$ cat src/lva_pkg.sv
package lva_pkg;

  localparam int NUM_VOICES_DEF = 8;
  localparam int NOTE_W         = 7;
  localparam int STAMP_W        = 32;
  localparam int OUTCOME_W      = 3;
  localparam int VOICE_W        = 6;

  localparam logic CMD_NOTE_ON  = 1'b0;
  localparam logic CMD_NOTE_OFF = 1'b1;

  localparam logic [OUTCOME_W-1:0] OUTCOME_RETRIGGER = 3'd0;
  localparam logic [OUTCOME_W-1:0] OUTCOME_ALLOCATED = 3'd1;
  localparam logic [OUTCOME_W-1:0] OUTCOME_STOLEN    = 3'd2;
  localparam logic [OUTCOME_W-1:0] OUTCOME_FREED     = 3'd3;
  localparam logic [OUTCOME_W-1:0] OUTCOME_NO_VOICE  = 3'd4;

endpackage

$ cat src/lva_ram.sv
module lva_ram #(
  parameter int WIDTH = 8,
  parameter int DEPTH = 8
) (
  input  logic                                    clk,
  input  logic                                    we,
  input  logic [(DEPTH > 1 ? $clog2(DEPTH) : 1)-1:0] waddr,
  input  logic [WIDTH-1:0]                        wdata,
  input  logic [(DEPTH > 1 ? $clog2(DEPTH) : 1)-1:0] raddr,
  output logic [WIDTH-1:0]                        rdata
);

  logic [WIDTH-1:0] mem [DEPTH];

  always_ff @(posedge clk) begin
    if (we) begin
      mem[waddr] <= wdata;
    end
    rdata <= mem[raddr];
  end

endmodule

$ cat src/lru_voice_allocator.sv
// lru voice allocator: each note-on beat is assigned to one of NUM_VOICES
// voices (retrigger, allocate oldest free or steal oldest busy), each note-off
// beat frees the oldest matching voice or reports no voice, and every beat
// gives exactly one result beat. The note and timestamp of every voice live in
// a ram that is scanned one voice per cycle, so a new event cannot be taken
// before the last one is through: in_stall stays high during the scan and
// while a finished result cannot yet be placed in the output register.
module lru_voice_allocator
  import lva_pkg::*;
#(
  parameter int NUM_VOICES = NUM_VOICES_DEF
) (
  input  logic                 clk,
  input  logic                 rst_n,
  input  logic                 in_valid,
  output logic                 in_stall,
  input  logic                 in_cmd,
  input  logic [NOTE_W-1:0]    in_note,
  output logic                 out_valid,
  input  logic                 out_stall,
  output logic [OUTCOME_W-1:0] out_outcome,
  output logic [VOICE_W-1:0]   out_voice
);

  localparam int IW     = (NUM_VOICES > 1) ? $clog2(NUM_VOICES) : 1;
  localparam int CW     = $clog2(NUM_VOICES + 1) + 1;
  localparam int ENTRY_W = NOTE_W + STAMP_W;
  localparam logic [IW-1:0] LAST_IDX = IW'(NUM_VOICES - 1);
  localparam logic [CW-1:0] NUM_C    = CW'(NUM_VOICES);

  typedef enum logic [1:0] {
    ST_IDLE,
    ST_SCAN,
    ST_FINISH
  } state_t;

  state_t                  state_r, state_nxt;
  logic                    cmd_r, cmd_nxt;
  logic [NOTE_W-1:0]       note_r, note_nxt;
  logic [STAMP_W-1:0]      cnt_r, cnt_nxt;
  logic [CW-1:0]           iss_r, iss_nxt;
  logic                    dv_r, dv_nxt;
  logic [IW-1:0]           di_r, di_nxt;
  logic [NUM_VOICES-1:0]   busy_r, busy_nxt;
  logic [NUM_VOICES-1:0]   wr_r, wr_nxt;
  logic                    rt_found_r, rt_found_nxt;
  logic [IW-1:0]           rt_idx_r, rt_idx_nxt;
  logic                    fr_found_r, fr_found_nxt;
  logic [IW-1:0]           fr_idx_r, fr_idx_nxt;
  logic [STAMP_W-1:0]      fr_ts_r, fr_ts_nxt;
  logic                    bz_found_r, bz_found_nxt;
  logic [IW-1:0]           bz_idx_r, bz_idx_nxt;
  logic [STAMP_W-1:0]      bz_ts_r, bz_ts_nxt;
  logic                    out_valid_r, out_valid_nxt;
  logic [OUTCOME_W-1:0]    out_outcome_r, out_outcome_nxt;
  logic [VOICE_W-1:0]      out_voice_r, out_voice_nxt;

  logic                    ram_we;
  logic [ENTRY_W-1:0]      ram_rdata;
  logic [IW-1:0]           pick;
  logic [OUTCOME_W-1:0]    pick_outcome;
  logic [STAMP_W-1:0]      cur_ts;
  logic [NOTE_W-1:0]       cur_note;
  logic                    cur_busy;
  logic                    cur_match;
  logic                    cur_lt;
  logic [STAMP_W-1:0]      sel_ts;
  logic                    out_free;
  logic                    issuing;

  lva_ram #(
    .WIDTH (ENTRY_W),
    .DEPTH (NUM_VOICES)
  ) u_ram (
    .clk   (clk),
    .we    (ram_we),
    .waddr (pick),
    .wdata ({note_r, cnt_r}),
    .raddr (iss_r[IW-1:0]),
    .rdata (ram_rdata)
  );

  assign in_stall    = (state_r != ST_IDLE);
  assign out_valid   = out_valid_r;
  assign out_outcome = out_outcome_r;
  assign out_voice   = out_voice_r;

  assign out_free = !out_valid_r || !out_stall;
  assign issuing  = (state_r == ST_SCAN) && (iss_r < NUM_C);

  // never-written voices read as note 0, stamp 0
  assign cur_ts    = wr_r[di_r] ? ram_rdata[STAMP_W-1:0] : '0;
  assign cur_note  = wr_r[di_r] ? ram_rdata[ENTRY_W-1:STAMP_W] : '0;
  assign cur_busy  = busy_r[di_r];
  assign cur_match = cur_busy && (cur_note == note_r);
  assign sel_ts    = (cmd_r == CMD_NOTE_ON && !cur_busy) ? fr_ts_r : bz_ts_r;
  assign cur_lt    = cur_ts < sel_ts;

  always_comb begin
    pick         = '0;
    pick_outcome = OUTCOME_NO_VOICE;
    if (cmd_r == CMD_NOTE_ON) begin
      if (rt_found_r) begin
        pick         = rt_idx_r;
        pick_outcome = OUTCOME_RETRIGGER;
      end else if (fr_found_r) begin
        pick         = fr_idx_r;
        pick_outcome = OUTCOME_ALLOCATED;
      end else begin
        pick         = bz_idx_r;
        pick_outcome = OUTCOME_STOLEN;
      end
    end else if (bz_found_r) begin
      pick         = bz_idx_r;
      pick_outcome = OUTCOME_FREED;
    end
  end

  assign ram_we = (state_r == ST_FINISH) && out_free && (cmd_r == CMD_NOTE_ON);

  always_comb begin
    state_nxt       = state_r;
    cmd_nxt         = cmd_r;
    note_nxt        = note_r;
    cnt_nxt         = cnt_r;
    iss_nxt         = iss_r;
    dv_nxt          = 1'b0;
    di_nxt          = di_r;
    busy_nxt        = busy_r;
    wr_nxt          = wr_r;
    rt_found_nxt    = rt_found_r;
    rt_idx_nxt      = rt_idx_r;
    fr_found_nxt    = fr_found_r;
    fr_idx_nxt      = fr_idx_r;
    fr_ts_nxt       = fr_ts_r;
    bz_found_nxt    = bz_found_r;
    bz_idx_nxt      = bz_idx_r;
    bz_ts_nxt       = bz_ts_r;
    out_valid_nxt   = out_valid_r && out_stall;
    out_outcome_nxt = out_outcome_r;
    out_voice_nxt   = out_voice_r;

    unique case (state_r)
      ST_IDLE: begin
        if (in_valid) begin
          cmd_nxt      = in_cmd;
          note_nxt     = in_note;
          iss_nxt      = '0;
          rt_found_nxt = 1'b0;
          fr_found_nxt = 1'b0;
          bz_found_nxt = 1'b0;
          if (in_cmd == CMD_NOTE_ON) begin
            cnt_nxt = cnt_r + STAMP_W'(1);
          end
          state_nxt = ST_SCAN;
        end
      end
      ST_SCAN: begin
        if (issuing) begin
          iss_nxt = iss_r + CW'(1);
          dv_nxt  = 1'b1;
          di_nxt  = iss_r[IW-1:0];
        end
        if (dv_r) begin
          if (cmd_r == CMD_NOTE_ON) begin
            if (cur_match && !rt_found_r) begin
              rt_found_nxt = 1'b1;
              rt_idx_nxt   = di_r;
            end
            if (!cur_busy) begin
              if (!fr_found_r || cur_lt) begin
                fr_found_nxt = 1'b1;
                fr_idx_nxt   = di_r;
                fr_ts_nxt    = cur_ts;
              end
            end else if (!bz_found_r || cur_lt) begin
              bz_found_nxt = 1'b1;
              bz_idx_nxt   = di_r;
              bz_ts_nxt    = cur_ts;
            end
          end else if (cur_match && (!bz_found_r || cur_lt)) begin
            bz_found_nxt = 1'b1;
            bz_idx_nxt   = di_r;
            bz_ts_nxt    = cur_ts;
          end
          if (di_r == LAST_IDX) begin
            state_nxt = ST_FINISH;
          end
        end
      end
      ST_FINISH: begin
        if (out_free) begin
          out_valid_nxt   = 1'b1;
          out_outcome_nxt = pick_outcome;
          out_voice_nxt   = VOICE_W'(pick);
          if (cmd_r == CMD_NOTE_ON) begin
            busy_nxt[pick] = 1'b1;
            wr_nxt[pick]   = 1'b1;
          end else if (bz_found_r) begin
            busy_nxt[pick] = 1'b0;
          end
          state_nxt = ST_IDLE;
        end
      end
      default: begin
        state_nxt = ST_IDLE;
      end
    endcase
  end

  always_ff @(posedge clk) begin
    if (!rst_n) begin
      state_r     <= ST_IDLE;
      cnt_r       <= '0;
      dv_r        <= 1'b0;
      busy_r      <= '0;
      wr_r        <= '0;
      out_valid_r <= 1'b0;
    end else begin
      state_r     <= state_nxt;
      cnt_r       <= cnt_nxt;
      dv_r        <= dv_nxt;
      busy_r      <= busy_nxt;
      wr_r        <= wr_nxt;
      out_valid_r <= out_valid_nxt;
    end
    cmd_r         <= cmd_nxt;
    note_r        <= note_nxt;
    iss_r         <= iss_nxt;
    di_r          <= di_nxt;
    rt_found_r    <= rt_found_nxt;
    rt_idx_r      <= rt_idx_nxt;
    fr_found_r    <= fr_found_nxt;
    fr_idx_r      <= fr_idx_nxt;
    fr_ts_r       <= fr_ts_nxt;
    bz_found_r    <= bz_found_nxt;
    bz_idx_r      <= bz_idx_nxt;
    bz_ts_r       <= bz_ts_nxt;
    out_outcome_r <= out_outcome_nxt;
    out_voice_r   <= out_voice_nxt;
  end

endmodule

$ cat config.mk
export PLATFORM = sky130hd
export DESIGN_NAME = lru_voice_allocator
export DESIGN_NICKNAME = d
export VERILOG_FILES = /design/src/lva_pkg.sv /design/src/lva_ram.sv /design/src/lru_voice_allocator.sv
export SDC_FILE = /design/constraint.sdc
export NUM_CORES = 1
export LEC_CHECK = 0
export BUFFER_PORTS_ARGS = -buffer_cell sky130_fd_sc_hd__buf_2
export CAP_MARGIN = 5
export CORE_MARGIN = 4
export CORE_UTILIZATION = 40
export DETAILED_ROUTE_END_ITERATION = 8
export PLACE_DENSITY_LB_ADDON = 0.05
export SETUP_SLACK_MARGIN = 0.05
export SYNTH_ARGS = -nofsm -noshare
export SYNTH_HDL_FRONTEND = slang
export SYNTH_SLANG_ARGS = --single-unit
$ cat constraint.sdc
create_clock -name clk -period 17.75 [get_ports clk]
set_input_delay 5.325 -clock clk [delete_from_list [all_inputs] [get_ports clk]]
set_output_delay 5.325 -clock clk [all_outputs]
set_load 0.1 [all_outputs]
==> flow_summary.ini <==
[outcome]
status = finished clean

[clock_tree]
clk_pin_slew_worst_paths_ns = 0.06
post-cts-setup-buffers = 0
htree_levels = 2
clk_latency_ns = 0.59
cts_tree = done
cts_buffers = 54
hold_buffers = 0
clock_sinks = 501
clock-root-buffer = clkbuf_16
cts.path.max_buffers = 3
postCtsResizedCells = 0

[critical_path]
cp.required_ns = 12.42
critPathSlowestCell = dfxtp_1
reg2reg_depth = 14
cp_data_arrival_time_ns = 1.60
startpoint_type = register
path_class = register to primary output
cp_max_fo = 6
crit_path_end_kind = primary output
worstPathCellList = nor2_1 -> inv_1 -> buf_2
critPathMaxStageDelay_ns = 0.44

[grt]
grt_max_degree = 60
grt_pass1_vias = 9701
track_usage_pct = 15.2
antenna_found_initial = 4
grt_overflow = 0
grt_first_pass_wirelength_mm = 60.8

[sta]
fin_crit_ns = 6.92
fmax_ghz = 0.144
tightest_slew_ns = 0.987
hold_viol_final = 0
max-slew-margin-rel_pct = 34.2
slew_violations = 0
period_share_pct = 39.0
rsz0062_at_grt = no
fin_skew_ns = 0.0126
tns_ns = 0
setup_viol = 0

[logic_synthesis]
ys_seq_elements = 501
synth_top_area_share_pct = 63.4
yosysMostFrequentCell = edfxtp_1
synth_top_area_cell = edfxtp_1
synth-edff-count = 410
yosys_most_used_dff = edfxtp_1
synth-seq-area-share_pct = 72.8
synthArstFlopShare_pct = 0
syn_area_sq_um = 19400
avgSynthCellArea_sq_um = 18.2
syn_inst = 1070
yosys-top-cells-area = edfxtp_1 (63%), dfxtp_1 (9.4%), mux4_2 (9.0%)
yosys-top-cells-count = edfxtp_1 (410), dfxtp_1 (91), mux4_2 (78), mux2_2 (39), nor2b_1 (39)
ys_types = 56
ys_warn_count = 0

[routing]
remaining_drc_errors = 0
dr.max_layer_used = met4
dr_wl_met2_mm = 18.0
first_pass_iters = 4
drtIter0Drc = 568
ant_nets = 0
vias_per_cell = 5.20
wl_met1_mm = 19.2
drt_wl_total_mm = 39.2
post_drt_wl_per_cell_um = 22.0
met3_wirelength_mm = 1.25
vias = 9283

[min_path]
min_path_cells = 1
hp-class = register to register

[placed_design]
port_buffers = 19
place_hpwl_mm = 21.6
place_inst = 1683
dpl_cell_area_sq_um = 20400
gp_congestion = 0.710

[cells_and_area]
fin_cells = 1785
stdcell_area_sq_um = 22200
drive_above_1_share_pct = 21.2
nets = 1169
post-route-util_pct = 46.3
synthToLayoutAreaGrowth_pct = 14.0
fill_cells = 4137

[die]
num_rows = 80
die_y_um = 228
dieArea_sq_um = 52200
io_pins = 23
start_util_pct = 40.6
fp.coreArea_sq_um = 47800
die_w_um = 228

[power_and_ir_drop]
p_leak_uw = 0.00692
powerDensity_nw_per_um2 = 112
vdd_drop_max_uv = 58.9

[run]
max-cap-violations = 0
==> sequential cells by signal (all words and copies together), names as in the netlist, named ones only <==
signal       flops
u_ram.mem      312
u_ram.rdata     39
bz_ts_r         32
cnt_r           32
fr_ts_r         32
wr_r             8
note_r           7
iss_r            5
bz_idx_r         3
di_r             3
fr_idx_r         3
out_outcome      3
out_voice        3
rt_idx_r         3
state_r          2
bz_found_r       1
cmd_r            1
dv_r             1
fr_found_r       1
out_valid        1
rt_found_r       1
==> power breakdown <==
| group | leakage [uW] | switching (uW) | internal (uW) |
|---|---|---|---|
| clock network | 0.000886 | 442 | 676 |
| logic | 0.00195 | 49.6 | 34.6 |
| registers | 0.00409 | 10.2 | 1270 |
==> critical path: cells and delay by family, from the launching register on <==
| kind | cells | cell delay (ns) |
|---|---|---|
| and+or+nand+nor | 1 | 0.10 |
| DFF | 1 | 0.44 |
| buffers and inverters | 2 | 0.47 |
==> cell families after synthesis <==
logic type / count (synthesis) / synth area share (%)
adders and majority gates: 33 / 2.13
AOI/OAI and AO/OA: 81 / 2.94
other: 1 / 0.0193
DFF: 501 / 72.8
xor gates and xnor gates: 33 / 1.49
muxes: 156 / 13.5
and+or+nand+nor: 210 / 5.94
buffers and inverters: 55 / 1.19
==> placed cells by master, fill, tap and decap left out, types with 5 or more instances in the layout <==
cell type / netlist / layout
o21ai_0: 8 / 8
nor2_4: 0 / 8
o21a_1: 24 / 24
nand2b_1: 7 / 7
a21oi_1: 9 / 9
xnor2_1: 20 / 20
clkbuf_16: 0 / 57
clkbuf_1: 24 / 16
buf_4: 3 / 18
clkinv_1: 0 / 5
nor2_1: 32 / 24
clkinv_2: 0 / 11
mux4_2: 78 / 78
nand3_1: 17 / 17
edfxtp_1: 410 / 410
and4_1: 5 / 5
buf_2: 4 / 19
mux2i_1: 36 / 36
nand4_1: 13 / 13
mux2_2: 39 / 39
ha_1: 33 / 33
clkbuf_8: 0 / 8
a21boi_0: 5 / 5
a22oi_1: 6 / 6
nand2_1: 36 / 36
a21o_1: 7 / 7
and2_1: 35 / 35
xor2_1: 13 / 13
dfxtp_1: 91 / 91
inv_1: 14 / 14
nor2b_1: 39 / 39
and3_1: 10 / 10
==> final cells by class <==
| class | count | area (sq um) | area share (%) |
|---|---|---|---|
| Antenna cell | 1 | 2.50 | 0.0113 |
| Clock buffer | 81 | 1600 | 7.21 |
| Clock inverter | 20 | 194 | 0.875 |
| Inverter | 14 | 52.6 | 0.237 |
| Multi-Input combinational cell | 516 | 5170 | 23.4 |
| Sequential cell | 501 | 14100 | 63.8 |
| Tap cell | 615 | 769 | 3.47 |
| Timing Repair Buffer | 37 | 230 | 1.04 |
==> through the flow <==
stage	total power (uW)	setup WS (ns)	hold WS [ns]
3_3_place_gp	1390	10.49	0.441
6_report	2480	10.83	0.454
5_1_grt	2570	10.75	0.485
2_1_floorplan	1360	9.86	0.424
4_1_cts	2520	10.78	0.459
3_5_place_dp	1390	10.43	0.445
==> worst paths after layout <==
| check | start | endpoint | slack, ns |
|---|---|---|---|
| min reg2reg | wr_r[5] | wr_r[5] | 0.45 |
| max reg2reg | di_r[1] | fr_ts_r[28] | 12.47 |
| min | wr_r[5] | wr_r[5] | 0.45 |
| max | state_r[1] | in_stall | 10.83 |
==> metal layers <==
metal | GRT usage (%) | vias to the layer above
met2 | 23.4 | 118
met3 | 2.38 | 61
met4 | 4.57 | 0
met5 | 0 | -
li1 | - | 4309
met1 | 22.5 | 4795
Note: power is estimated with default switching activity, not from simulation.
